## config.mk

```make
export PLATFORM = sky130hd
export DESIGN_NAME = dual_motor_speed_controller
export DESIGN_NICKNAME = d
export VERILOG_FILES = /design/src/design/dmsc_pkg.sv /design/src/design/dual_motor_speed_controller.sv
export SDC_FILE = /design/constraint.sdc
export NUM_CORES = 2
export LEC_CHECK = 0
export ABC_CLOCK_PERIOD_IN_PS = 17000
export BUFFER_PORTS_ARGS = -buffer_cell sky130_fd_sc_hd__buf_2
export CAP_MARGIN = 20
export CORE_MARGIN = 2
export CORE_UTILIZATION = 60
export CTS_CLUSTER_DIAMETER = 80
export DETAILED_ROUTE_END_ITERATION = 10
export PLACE_DENSITY = 0.77
export SLEW_MARGIN = 20
export SYNTH_ARGS = -nofsm -noshare
export SYNTH_HDL_FRONTEND = slang
export SYNTH_SLANG_ARGS = --single-unit
```

## constraint.sdc

```tcl
create_clock -name clk -period 17 [get_ports clk]
set_input_delay 2.55 -clock clk [delete_from_list [all_inputs] [get_ports clk]]
set_output_delay 2.55 -clock clk [all_outputs]
set_load 0.005 [all_outputs]
```

## src/design/dmsc_pkg.sv

```systemverilog
// Package for the dual motor speed controller: mode codes, frame opcodes,
// field widths and the packed layouts of the stream items.
// Used by dual_motor_speed_controller; depends on nothing else.
package dmsc_pkg;

	// Field widths fixed by the stream formats.
	localparam int FRAME_BYTE_W = 8;
	localparam int ENC_W        = 16;
	localparam int GAIN_W       = 16;
	localparam int DUTY_W       = 13;
	localparam int ERR_W        = 23;
	localparam int DIFF_W       = ERR_W + 1;
	localparam int PROD_P_W     = GAIN_W + ERR_W;
	localparam int PROD_D_W     = GAIN_W + DIFF_W;
	localparam int ACC_W        = PROD_D_W + 2;

	// Default full-scale duty and the fixed drive used while turning.
	localparam int PWM_MAX_DEF = 7199;
	localparam logic [DUTY_W-1:0] TURN_DRIVE = 13'd7100;

	// Configuration register indexes.
	localparam logic REG_PGAIN = 1'b0;
	localparam logic REG_DGAIN = 1'b1;

	// Command frame opcodes (byte 0).
	localparam logic signed [FRAME_BYTE_W-1:0] OP_SPEED     = 8'sd0;
	localparam logic signed [FRAME_BYTE_W-1:0] OP_SPEED_ALT = 8'sd1;
	localparam logic signed [FRAME_BYTE_W-1:0] OP_HALT      = 8'sd2;

	typedef enum logic [1:0] {
		MODE_IDLE  = 2'd0,
		MODE_SPEED = 2'd1,
		MODE_TURN  = 2'd2,
		MODE_HALT  = 2'd3
	} mode_t;

	// Input tdata layout, last field in the lowest bits.
	typedef struct packed {
		logic signed [ENC_W-1:0]        enc_count_b;
		logic signed [ENC_W-1:0]        enc_count_a;
		logic signed [FRAME_BYTE_W-1:0] frame_angle;
		logic signed [FRAME_BYTE_W-1:0] frame_speed_b;
		logic signed [FRAME_BYTE_W-1:0] frame_speed_a;
		logic signed [FRAME_BYTE_W-1:0] frame_op;
	} tick_data_t;

	// Output tdata layout, padded to whole bytes.
	typedef struct packed {
		logic [1:0]        pad;
		mode_t             mode_now;
		logic              dir_b;
		logic [DUTY_W-1:0] pwm_b;
		logic              dir_a;
		logic [DUTY_W-1:0] pwm_a;
	} result_t;

	// What the product stage hands to the accumulate stage.
	typedef struct packed {
		mode_t                       mode;
		logic                        turn_negative;
		logic signed [PROD_P_W-1:0]  prod_p_a;
		logic signed [PROD_D_W-1:0]  prod_d_a;
		logic signed [PROD_P_W-1:0]  prod_p_b;
		logic signed [PROD_D_W-1:0]  prod_d_b;
	} pi_stage_t;

endpackage

```

## src/design/dual_motor_speed_controller.sv

```systemverilog
// Dual motor speed controller top level: frame decode, incremental PI loop
// per motor and duty/direction encoding. Depends on dmsc_pkg.
//
// The block takes one control tick per stream transaction: two encoder counts
// plus an optional command frame flagged by s_tuser. A valid frame selects the
// mode (speed loop with new targets, halt, or turn with direction from the sign
// of the angle byte); an unknown opcode with a zero angle acts as a speed frame
// with both targets zero. In speed mode each motor runs an incremental PI step,
// error = target - 50*count, and the drive is clamped to 0..PWM_MAX. Each tick
// produces exactly one result transaction holding the duty and direction of
// both channels and the mode after the tick; channel A is driven from motor B
// and channel B from motor A. The datapath is three register stages (input,
// error and gain products, accumulate and encode), and a new tick can be
// accepted every cycle. The products are formed before the drive loop, so the
// only feedback inside a cycle is the drive add and clamp, which is what allows
// one tick per cycle. A stalled output fills the stages behind it before
// s_tready drops. The gains are written over the APB port at byte addresses 0
// (proportional) and 4 (difference) and should only change while no tick is in
// flight.

module dual_motor_speed_controller #(
	parameter int PWM_MAX = dmsc_pkg::PWM_MAX_DEF
) (
	input  logic        clk,
	input  logic        arst_n,
	// APB configuration port
	input  logic        psel,
	input  logic        penable,
	input  logic        pwrite,
	input  logic [2:0]  paddr,
	input  logic [31:0] pwdata,
	output logic [31:0] prdata,
	output logic        pready,
	// Tick input stream
	input  logic        s_tvalid,
	output logic        s_tready,
	// s_tdata, lowest bit up: frame_op[7:0], frame_speed_a[15:8],
	// frame_speed_b[23:16], frame_angle[31:24], enc_count_a[47:32],
	// enc_count_b[63:48]
	input  logic [63:0] s_tdata,
	// s_tuser: frame_valid
	input  logic        s_tuser,
	// Result output stream
	output logic        m_tvalid,
	input  logic        m_tready,
	// m_tdata, lowest bit up: pwm_a[12:0], dir_a[13], pwm_b[26:14], dir_b[27],
	// mode_now[29:28], zero padding [31:30]
	output logic [31:0] m_tdata
);
	import dmsc_pkg::*;

	localparam int DRIVE_W = $clog2(PWM_MAX + 1);
	localparam logic [31:0] PWM_MAX_32 = 32'(PWM_MAX);
	localparam logic [DUTY_W-1:0] DUTY_FULL = PWM_MAX_32[DUTY_W-1:0];

	// ------------------------------------------------------------------
	// Configuration registers
	// ------------------------------------------------------------------
	logic signed [GAIN_W-1:0] pgain_q;
	logic signed [GAIN_W-1:0] dgain_q;
	logic cfg_write;

	assign pready    = 1'b1;
	assign cfg_write = psel && penable && pwrite && pready;

	always_ff @(posedge clk or negedge arst_n) begin
		if (!arst_n) begin
			pgain_q <= '0;
			dgain_q <= '0;
		end else if (cfg_write) begin
			unique case (paddr[2])
				REG_PGAIN: pgain_q <= pwdata[GAIN_W-1:0];
				REG_DGAIN: dgain_q <= pwdata[GAIN_W-1:0];
				default: ;
			endcase
		end
	end

	always_comb begin
		unique case (paddr[2])
			REG_PGAIN: prdata = 32'(pgain_q);
			REG_DGAIN: prdata = 32'(dgain_q);
			default:   prdata = '0;
		endcase
	end

	// ------------------------------------------------------------------
	// Stage handshakes: each stage moves when the one after it has room.
	// ------------------------------------------------------------------
	logic valid_s1, valid_s2, valid_s3;
	logic ready_s2, ready_s3;
	logic move_s1, move_s2, move_s3;

	assign ready_s3 = !valid_s3 || m_tready;
	assign ready_s2 = !valid_s2 || ready_s3;
	assign s_tready = !valid_s1 || ready_s2;

	assign move_s1 = s_tvalid && s_tready;
	assign move_s2 = valid_s1 && ready_s2;
	assign move_s3 = valid_s2 && ready_s3;

	always_ff @(posedge clk or negedge arst_n) begin
		if (!arst_n) begin
			valid_s1 <= 1'b0;
			valid_s2 <= 1'b0;
			valid_s3 <= 1'b0;
		end else begin
			if (s_tready) valid_s1 <= s_tvalid;
			if (ready_s2) valid_s2 <= valid_s1;
			if (ready_s3) valid_s3 <= valid_s2;
		end
	end

	// ------------------------------------------------------------------
	// Stage 1: input register
	// ------------------------------------------------------------------
	tick_data_t tick_s1;
	logic       frame_valid_s1;

	always_ff @(posedge clk) begin
		if (move_s1) begin
			tick_s1        <= tick_data_t'(s_tdata);
			frame_valid_s1 <= s_tuser;
		end
	end

	// ------------------------------------------------------------------
	// Stage 2: frame decode, speed errors and gain products
	// ------------------------------------------------------------------
	mode_t                         mode_q;
	logic signed [FRAME_BYTE_W-1:0] ref_a_q, ref_b_q;
	logic                          turn_neg_q;
	logic signed [ERR_W-1:0]       last_err_a_q, last_err_b_q;

	mode_t                          mode_nxt;
	logic signed [FRAME_BYTE_W-1:0] ref_a_nxt, ref_b_nxt;
	logic                           turn_neg_nxt;
	logic signed [ERR_W-1:0]        count_a, count_b;
	logic signed [ERR_W-1:0]        err_a, err_b;
	logic signed [DIFF_W-1:0]       diff_a, diff_b;
	pi_stage_t                      pi_nxt;
	pi_stage_t                      pi_s2;

	always_comb begin
		mode_nxt     = mode_q;
		ref_a_nxt    = ref_a_q;
		ref_b_nxt    = ref_b_q;
		turn_neg_nxt = turn_neg_q;
		if (frame_valid_s1) begin
			if (tick_s1.frame_angle != '0) begin
				turn_neg_nxt = tick_s1.frame_angle[FRAME_BYTE_W-1];
				mode_nxt     = MODE_TURN;
			end else begin
				unique case (tick_s1.frame_op) inside
					OP_SPEED, OP_SPEED_ALT: begin
						ref_a_nxt = tick_s1.frame_speed_a;
						ref_b_nxt = tick_s1.frame_speed_b;
						mode_nxt  = MODE_SPEED;
					end
					OP_HALT: begin
						mode_nxt = MODE_HALT;
					end
					default: begin
						// Unknown opcode: speed loop with both targets at rest.
						ref_a_nxt = '0;
						ref_b_nxt = '0;
						mode_nxt  = MODE_SPEED;
					end
				endcase
			end
		end
	end

	// error = target - 50*count, with 50*count built from three shifts.
	always_comb begin
		count_a = ERR_W'(tick_s1.enc_count_a);
		count_b = ERR_W'(tick_s1.enc_count_b);
		err_a   = ERR_W'(ref_a_nxt) -
			((count_a <<< 5) + (count_a <<< 4) + (count_a <<< 1));
		err_b   = ERR_W'(ref_b_nxt) -
			((count_b <<< 5) + (count_b <<< 4) + (count_b <<< 1));
		diff_a  = DIFF_W'(err_a) - DIFF_W'(last_err_a_q);
		diff_b  = DIFF_W'(err_b) - DIFF_W'(last_err_b_q);
	end

	always_comb begin
		pi_nxt.mode          = mode_nxt;
		pi_nxt.turn_negative = turn_neg_nxt;
		pi_nxt.prod_p_a      = pgain_q * err_a;
		pi_nxt.prod_d_a      = dgain_q * diff_a;
		pi_nxt.prod_p_b      = pgain_q * err_b;
		pi_nxt.prod_d_b      = dgain_q * diff_b;
	end

	always_ff @(posedge clk or negedge arst_n) begin
		if (!arst_n) begin
			mode_q       <= MODE_IDLE;
			ref_a_q      <= '0;
			ref_b_q      <= '0;
			turn_neg_q   <= 1'b0;
			last_err_a_q <= '0;
			last_err_b_q <= '0;
		end else if (move_s2) begin
			mode_q     <= mode_nxt;
			ref_a_q    <= ref_a_nxt;
			ref_b_q    <= ref_b_nxt;
			turn_neg_q <= turn_neg_nxt;
			// The error history only advances on ticks that run the loop.
			if (mode_nxt == MODE_SPEED) begin
				last_err_a_q <= err_a;
				last_err_b_q <= err_b;
			end
		end
	end

	always_ff @(posedge clk) begin
		if (move_s2) pi_s2 <= pi_nxt;
	end

	// ------------------------------------------------------------------
	// Stage 3: drive accumulate, clamp and channel encoding
	// ------------------------------------------------------------------
	logic [DRIVE_W-1:0]       drive_a_q, drive_b_q;
	logic signed [ACC_W-1:0]  acc_a, acc_b;
	logic [DRIVE_W-1:0]       drive_a_nxt, drive_b_nxt;
	logic [31:0]              drive_a_wide, drive_b_wide;
	result_t                  result_nxt;
	result_t                  result_s3;

	always_comb begin
		acc_a = ACC_W'($signed({1'b0, drive_a_q})) + ACC_W'(pi_s2.prod_p_a) +
			ACC_W'(pi_s2.prod_d_a);
		acc_b = ACC_W'($signed({1'b0, drive_b_q})) + ACC_W'(pi_s2.prod_p_b) +
			ACC_W'(pi_s2.prod_d_b);

		if (acc_a > $signed(ACC_W'(PWM_MAX)))  drive_a_nxt = DRIVE_W'(PWM_MAX);
		else if (acc_a < 0)                     drive_a_nxt = '0;
		else                                    drive_a_nxt = acc_a[DRIVE_W-1:0];

		if (acc_b > $signed(ACC_W'(PWM_MAX)))  drive_b_nxt = DRIVE_W'(PWM_MAX);
		else if (acc_b < 0)                     drive_b_nxt = '0;
		else                                    drive_b_nxt = acc_b[DRIVE_W-1:0];

		drive_a_wide = 32'(drive_a_nxt);
		drive_b_wide = 32'(drive_b_nxt);
	end

	// A positive motor value drives with dir low, zero means full duty with dir
	// high, and a negative value means dir high with zero duty.
	always_comb begin
		result_nxt          = '0;
		result_nxt.mode_now = pi_s2.mode;
		unique case (pi_s2.mode)
			MODE_SPEED: begin
				// Channel A follows motor B, channel B follows motor A.
				result_nxt.dir_a = (drive_b_nxt == '0);
				result_nxt.pwm_a = (drive_b_nxt == '0) ? DUTY_FULL :
					drive_b_wide[DUTY_W-1:0];
				result_nxt.dir_b = (drive_a_nxt == '0);
				result_nxt.pwm_b = (drive_a_nxt == '0) ? DUTY_FULL :
					drive_a_wide[DUTY_W-1:0];
			end
			MODE_TURN: begin
				if (!pi_s2.turn_negative) begin
					// Motor A reversed, motor B at turn drive.
					result_nxt.dir_a = 1'b0;
					result_nxt.pwm_a = TURN_DRIVE;
					result_nxt.dir_b = 1'b1;
					result_nxt.pwm_b = '0;
				end else begin
					result_nxt.dir_a = 1'b1;
					result_nxt.pwm_a = '0;
					result_nxt.dir_b = 1'b0;
					result_nxt.pwm_b = TURN_DRIVE;
				end
			end
			MODE_HALT: begin
				result_nxt.dir_a = 1'b1;
				result_nxt.pwm_a = '0;
				result_nxt.dir_b = 1'b1;
				result_nxt.pwm_b = '0;
			end
			default: begin
				// Idle: both motors at zero.
				result_nxt.dir_a = 1'b1;
				result_nxt.pwm_a = DUTY_FULL;
				result_nxt.dir_b = 1'b1;
				result_nxt.pwm_b = DUTY_FULL;
			end
		endcase
	end

	always_ff @(posedge clk or negedge arst_n) begin
		if (!arst_n) begin
			drive_a_q <= '0;
			drive_b_q <= '0;
		end else if (move_s3 && pi_s2.mode == MODE_SPEED) begin
			drive_a_q <= drive_a_nxt;
			drive_b_q <= drive_b_nxt;
		end
	end

	always_ff @(posedge clk) begin
		if (move_s3) result_s3 <= result_nxt;
	end

	assign m_tvalid = valid_s3;
	assign m_tdata  = result_s3;

	// ------------------------------------------------------------------
	// Assertions
	// ------------------------------------------------------------------
	a_drive_in_range: assert property (@(posedge clk) disable iff (!arst_n)
		(32'(drive_a_q) <= PWM_MAX_32) && (32'(drive_b_q) <= PWM_MAX_32))
		else $error("drive state exceeds full-scale duty");

	a_halt_outputs: assert property (@(posedge clk) disable iff (!arst_n)
		(m_tvalid && result_s3.mode_now == MODE_HALT) |->
		(result_s3.dir_a && result_s3.dir_b &&
		 result_s3.pwm_a == '0 && result_s3.pwm_b == '0))
		else $error("halt result does not brake both channels");

	a_turn_opposed: assert property (@(posedge clk) disable iff (!arst_n)
		(m_tvalid && result_s3.mode_now == MODE_TURN) |->
		(result_s3.dir_a != result_s3.dir_b))
		else $error("turn result drives both channels the same way");

	a_history_holds: assert property (@(posedge clk) disable iff (!arst_n)
		(move_s2 && mode_nxt != MODE_SPEED) |=>
		($stable(last_err_a_q) && $stable(last_err_b_q)))
		else $error("error history changed outside the speed loop");

endmodule

```

-- After elaboration in Yosys (flattened, before gate mapping)
Cells that the tools add are included.
W data, S select, Z words.
- bits in registers: 382
- input port bits: 107
- output and inout bits: 67
- word-level logic and storage cells: 98
- add/sub/neg operators: 12
- $mul: 4
- order comparisons: 4
- eq/ne operators: 6
- muxes and demuxes: 20
- bitwise logic cells: 1
- reductions and logical operators: 20
- operator list (operator ; count):
    $pmux W28 S3 ; 1
    $add A40 B40 Y41 ; 2
    $gt A41 B14 Y1 const B ; 2
    $lt A41 B1 Y1 const B ; 2
    $add A14 B39 Y40 ; 2
    $mul A16 B24 Y40 ; 2
    $mul A16 B23 Y39 ; 2
    $mux W13 ; 6
    $pmux W32 S2 ; 1
    $sub A23 B23 Y24 ; 2
    $add A22 B17 Y23 ; 2
    $sub A8 B23 Y23 ; 2
    $add A21 B20 Y22 ; 2
    $mux W8 ; 4
    $pmux W8 S2 ; 2
    $mux W28 ; 1
    $logic_not A13 Y1 ; 2
    $eq A8 B1 Y1 const B ; 1
    $eq A8 B2 Y1 const B ; 1
    $logic_not A8 Y1 ; 1
    $reduce_bool A8 Y1 ; 1
    $logic_and A1 B1 Y1 ; 6
    $mux W2 ; 3
    $reduce_and A2 Y1 ; 3
    other kinds (7) ; 14

-- Depth between registers and ports, before layout
- depth in word-level cells: 8
- depth in mapped cells: 55
- mapped depth without buffers: 51

-- Least setup slack after synthesis
OpenSTA, ideal clock, no wires.
- path kind: flip-flop to flip-flop
- from: register tick_s1[27] in the netlist's numbering
- to: register pi_s2[118] in the netlist's numbering, data pin
- library setup time: 0.260 ns
- arrival: 12.209 ns
- data required time: 16.740 ns
- slack: 4.531 ns
- cell stages (with the launch flop): 49
- buffers on the path: 3
- period minus slack after synthesis: 12.469 ns
- cells stage by stage: edfxtp_1 -> nor4_1 -> nand3_1 -> nor3_1 -> a22oi_1 -> inv_1 -> fa_1 -> ha_1 -> clkbuf_1 -> a21oi_1 -> o21bai_1 -> a21oi_1 -> nor3b_1 -> nand3_1 -> a31oi_1 -> xnor2_1 -> clkbuf_1 -> ha_1 -> [... 13 more ...] -> inv_1 -> fa_1 -> fa_1 -> inv_1 -> fa_1 -> inv_1 -> ha_1 -> a21o_1 -> a21o_1 -> a21oi_1 -> nand2_1 -> or3_1 -> a31o_2 -> a2111oi_0 -> o21ai_0 -> a311oi_1 -> o21bai_1 -> xnor2_1
- RTL lines (item ; RTL line ; text):
    start: declaration ; dual_motor_speed_controller.sv:117 ; tick_data_t tick_s1;
    start signal: assignment ; dual_motor_speed_controller.sv:122 ; tick_s1 <= tick_data_t'(s_tdata);
    end signal: assignment ; dual_motor_speed_controller.sv:217 ; if (move_s2) pi_s2 <= pi_nxt;
    end: declaration ; dual_motor_speed_controller.sv:142 ; pi_stage_t pi_s2;

==> results.yml <==
route:
  firstDrtPassIters: 10
  drtIter0Drc: 4806
  drc: 0
  ant_nets: 0
  wl_per_cell_um: 20.7
  dr_total_vias: 58900
  vias_per_cell: 5.79
  wl_um: 210000
cells_and_area:
  nets: 10600
  areaGrowthSynthToFinish_pct: 5.34
  multi_input_area_um2: 60400
  drive_gt1_share_pct: 6.42
  fill_cells: 10500
  layout.area.seq_um2: 10900
cts:
  clock_latency_ps: 650
  hold_buffers: 0
  clk_pin_slew_ps: 60
  cts_buffer_depth: 3
  htreeDepth: 2
  cts_buffers: 46
  cts_tree: "yes"
  post_cts_resized: 0
  cts_sinks: 382
  clockRootBuffer: "clkbuf_16"
  cts_setup_buffers: 0
placement:
  dp_slack_ps: 2230
  dp_hpwl_um: 162000
  port_buffers: 152
  place_congestion: 0.977
critical_path:
  critPathArrivalTime_ps: 15000
  timing.rr.end: "pi_s2[118]$_DFFE_PP_"
  r2r-start: "tick_s1[3]$_DFFE_PP_"
  r2r_slack_ps: 2370
  critPathTopFamily: "adder cells"
  rr_worst_depth: 49
  worstSetupPathType: "flip-flop to flip-flop"
  required_ps: 17370
  end_kind: "flip-flop"
  worst-path-buf-inv: 7
  path_max_fanout: 40
  crit_path_frequent_cell: "fa_1"
  cpPeakStageDelay_ps: 770
  crit_slowest_cell: "nor4_2"
  critPathLaunchType: "flip-flop"
timing:
  fin_tns_setup_ps: 0
  rsz0062_at_grt: "no"
  slew_headroom_pct: 25.4
  slew_viol_final: 0
  postLayoutSetupSlackWorst_ps: 2370
  setup_viol: 0
  finalHoldViolCount: 0
  period_minus_slack_ps: 14630
  worstMarginPinSlew_ps: 1120
  post-route-period-util_pct: 86.1
  fmax_mhz: 68.3
  fin_skew_ps: 39.6
floorplanning:
  die_x_um: 367
  die_area_um2: 135000
  pin_count: 174
  start_util_pct: 60.3
  die_h_um: 367
  core_area_um2: 131000
  core.rowCount: 133
synth:
  synth-edff-count: 256
  yosys_warnings: 0
  synth-seq-cells: 382
  avgSynthCellArea_um2: 9.44
  ys_async_sr_fraction_pct: 33.0
  synthFlopType: "edfxtp_1"
  yosys.cell_types.count: 100
  synth_area_um2: 79200
  synthCells: 8395
  yosysSeqAreaShare_pct: 13.7
global_routing:
  grt_util_met2_pct: 53.4
  grt_pass1_vias: 63000
  grt_pass1_wl_um: 338000
  antenna_found_initial: 19
  grt_max_degree: 87
  top_usage_layer: "met2"
  use_met1_pct: 39.0
  grt_overflow: 0
  grt.total_usage_pct: 32.0
  met3_usage_pct: 5.82
hold_path:
  min_path_cells: 2
  holdPathEnd: "ref_b_q[1]$_DFFE_PN0P_"
  hold_start: "ref_b_q[1]$_DFFE_PN0P_"
  hp-class: "flip-flop to flip-flop"
flow_run:
  max_cap_viol_count: 0
outcome:
  status: "finished clean"
per-stage QoR:
| stage | utilization (%) | std cells | hold slack [ps] | area (µm²) |
|---|---|---|---|---|
| floorplan | - | 8396 | 424 | 79200 |
| global placement | 62.3 | 10100 | 459 | 81800 |
| detailed placement | 62.3 | 10100 | 467 | 81800 |
| CTS | 63.5 | 10200 | 486 | 83400 |
| global route | 63.6 | 10200 | 502 | 83500 |
| finish | 63.6 | 10200 | 486 | 83500 |
final cells by class:
class,count,share of cell area (%)
Timing Repair Buffer,286,2.13
Multi-Input combinational cell,5888,72.4
Tap cell,1755,2.63
Inverter,1755,7.90
Clock inverter,29,0.441
Antenna cell,18,0.0540
Clock buffer,57,1.45
Sequential cell,382,13.0
kinds of logic after synthesis:
logic type               Yosys count  share of synthesized area (%)
XOR/XNOR                         304                           3.36
other                              2                        0.00948
flip-flops                       382                           13.7
multiplexers                      98                           1.38
adder cells (fa/ha/maj)         2160                           48.7
buffers and inverters           2126                           10.2
AO/OA/AOI/OAI                    929                           7.75
AND/OR/NAND/NOR                 2394                           14.9
cells in the mapped netlist (11+ instances only):
cell / instances / area, µm²
o41ai_1: 12 / 105
a22o_1: 13 / 114
o31ai_1: 20 / 150
or3_1: 20 / 125
nand4_1: 30 / 188
and2_1: 544 / 3400
nor2_1: 225 / 845
dfrtp_1: 126 / 3150
a211oi_1: 35 / 263
a21o_1: 124 / 931
nor2b_1: 89 / 557
nand2b_1: 92 / 576
ha_1: 613 / 7670
nor4_1: 28 / 175
clkbuf_1: 332 / 1250
a21boi_0: 12 / 90.1
a21oi_1: 258 / 1290
nand2_1: 1068 / 4010
and4b_1: 14 / 140
fa_1: 1543 / 30900
a31oi_1: 38 / 238
a311oi_1: 15 / 131
o21a_1: 36 / 270
o211ai_1: 11 / 82.6
inv_1: 1754 / 6580
xor2_1: 69 / 604
o21bai_1: 41 / 308
edfxtp_1: 256 / 7690
and3_1: 40 / 250
o311ai_0: 11 / 96.3
nor3b_1: 30 / 225
nor3_1: 66 / 330
nand3b_1: 13 / 97.6
mux2_2: 93 / 1050
o21ai_0: 168 / 841
or2_2: 13 / 81.3
buf_4: 21 / 158
xnor2_1: 235 / 2060
nand3_1: 84 / 420
tightest hold or removal path, cell delays in order (launching register included):
cell,delay [ps]
dfrtp_1,350
nand2_1,50
o21ai_0,60
worst max path at each step:
stage                                from                   end  slack, ps  cells after the start
floorplan           tick_s1[27]$_DFFE_PP_  pi_s2[118]$_DFFE_PP_       4530                     48
global placement     tick_s1[3]$_DFFE_PP_  pi_s2[118]$_DFFE_PP_       2660                     48
detailed placement   tick_s1[3]$_DFFE_PP_  pi_s2[118]$_DFFE_PP_       2230                     48
CTS                  tick_s1[3]$_DFFE_PP_  pi_s2[118]$_DFFE_PP_       2170                     48
global route         tick_s1[3]$_DFFE_PP_  pi_s2[118]$_DFFE_PP_       1460                     49
finish               tick_s1[3]$_DFFE_PP_  pi_s2[118]$_DFFE_PP_       2370                     49
per-layer routing:
| layer | vias to the layer above | part of all wire [%] |
|---|---|---|
| li1 | 25900 | - |
| met1 | 29600 | 37 |
| met2 | 2653 | 48 |
| met3 | 710 | 8.7 |
| met4 | 10 | 7.0 |
| met5 | - | 0.029 |
cells in the final DEF, fill, tap and decap left out, types with 18 or more instances in the layout:
cell | synthesis | layout
inv_1 | 1754 | 1754
fa_1 | 1543 | 1543
nand2_1 | 1068 | 1067
ha_1 | 613 | 612
and2_1 | 544 | 542
a21oi_1 | 258 | 258
edfxtp_1 | 256 | 256
nor2_1 | 225 | 224
xnor2_1 | 235 | 224
o21ai_0 | 168 | 166
buf_2 | 6 | 151
buf_4 | 21 | 132
a21o_1 | 124 | 124
dfrtp_1 | 126 | 110
mux2_2 | 93 | 93
nand2b_1 | 92 | 92
nor2b_1 | 89 | 89
nand3_1 | 84 | 84
xor2_1 | 69 | 68
nor3_1 | 66 | 65
clkbuf_16 | 0 | 46
o21bai_1 | 41 | 41
and3_1 | 40 | 40
a31oi_1 | 38 | 38
o21a_1 | 36 | 36
a211oi_1 | 35 | 35
nand4_1 | 30 | 30
nor3b_1 | 30 | 30
nor4_1 | 28 | 28
or3_1 | 20 | 20
o31ai_1 | 20 | 20
diode_2 | 0 | 18
flip-flops by register name, indices dropped and copies added, names as in the netlist, 23 cells and up:
register / count
last_err_a_q: 23
last_err_b_q: 23
m_tdata: 30
pi_s2: 161
tick_s1: 32
Power is left out: the tool's default activity adds up to more than one toggle a clock period on the data nets, which glitch-free logic cannot reach.
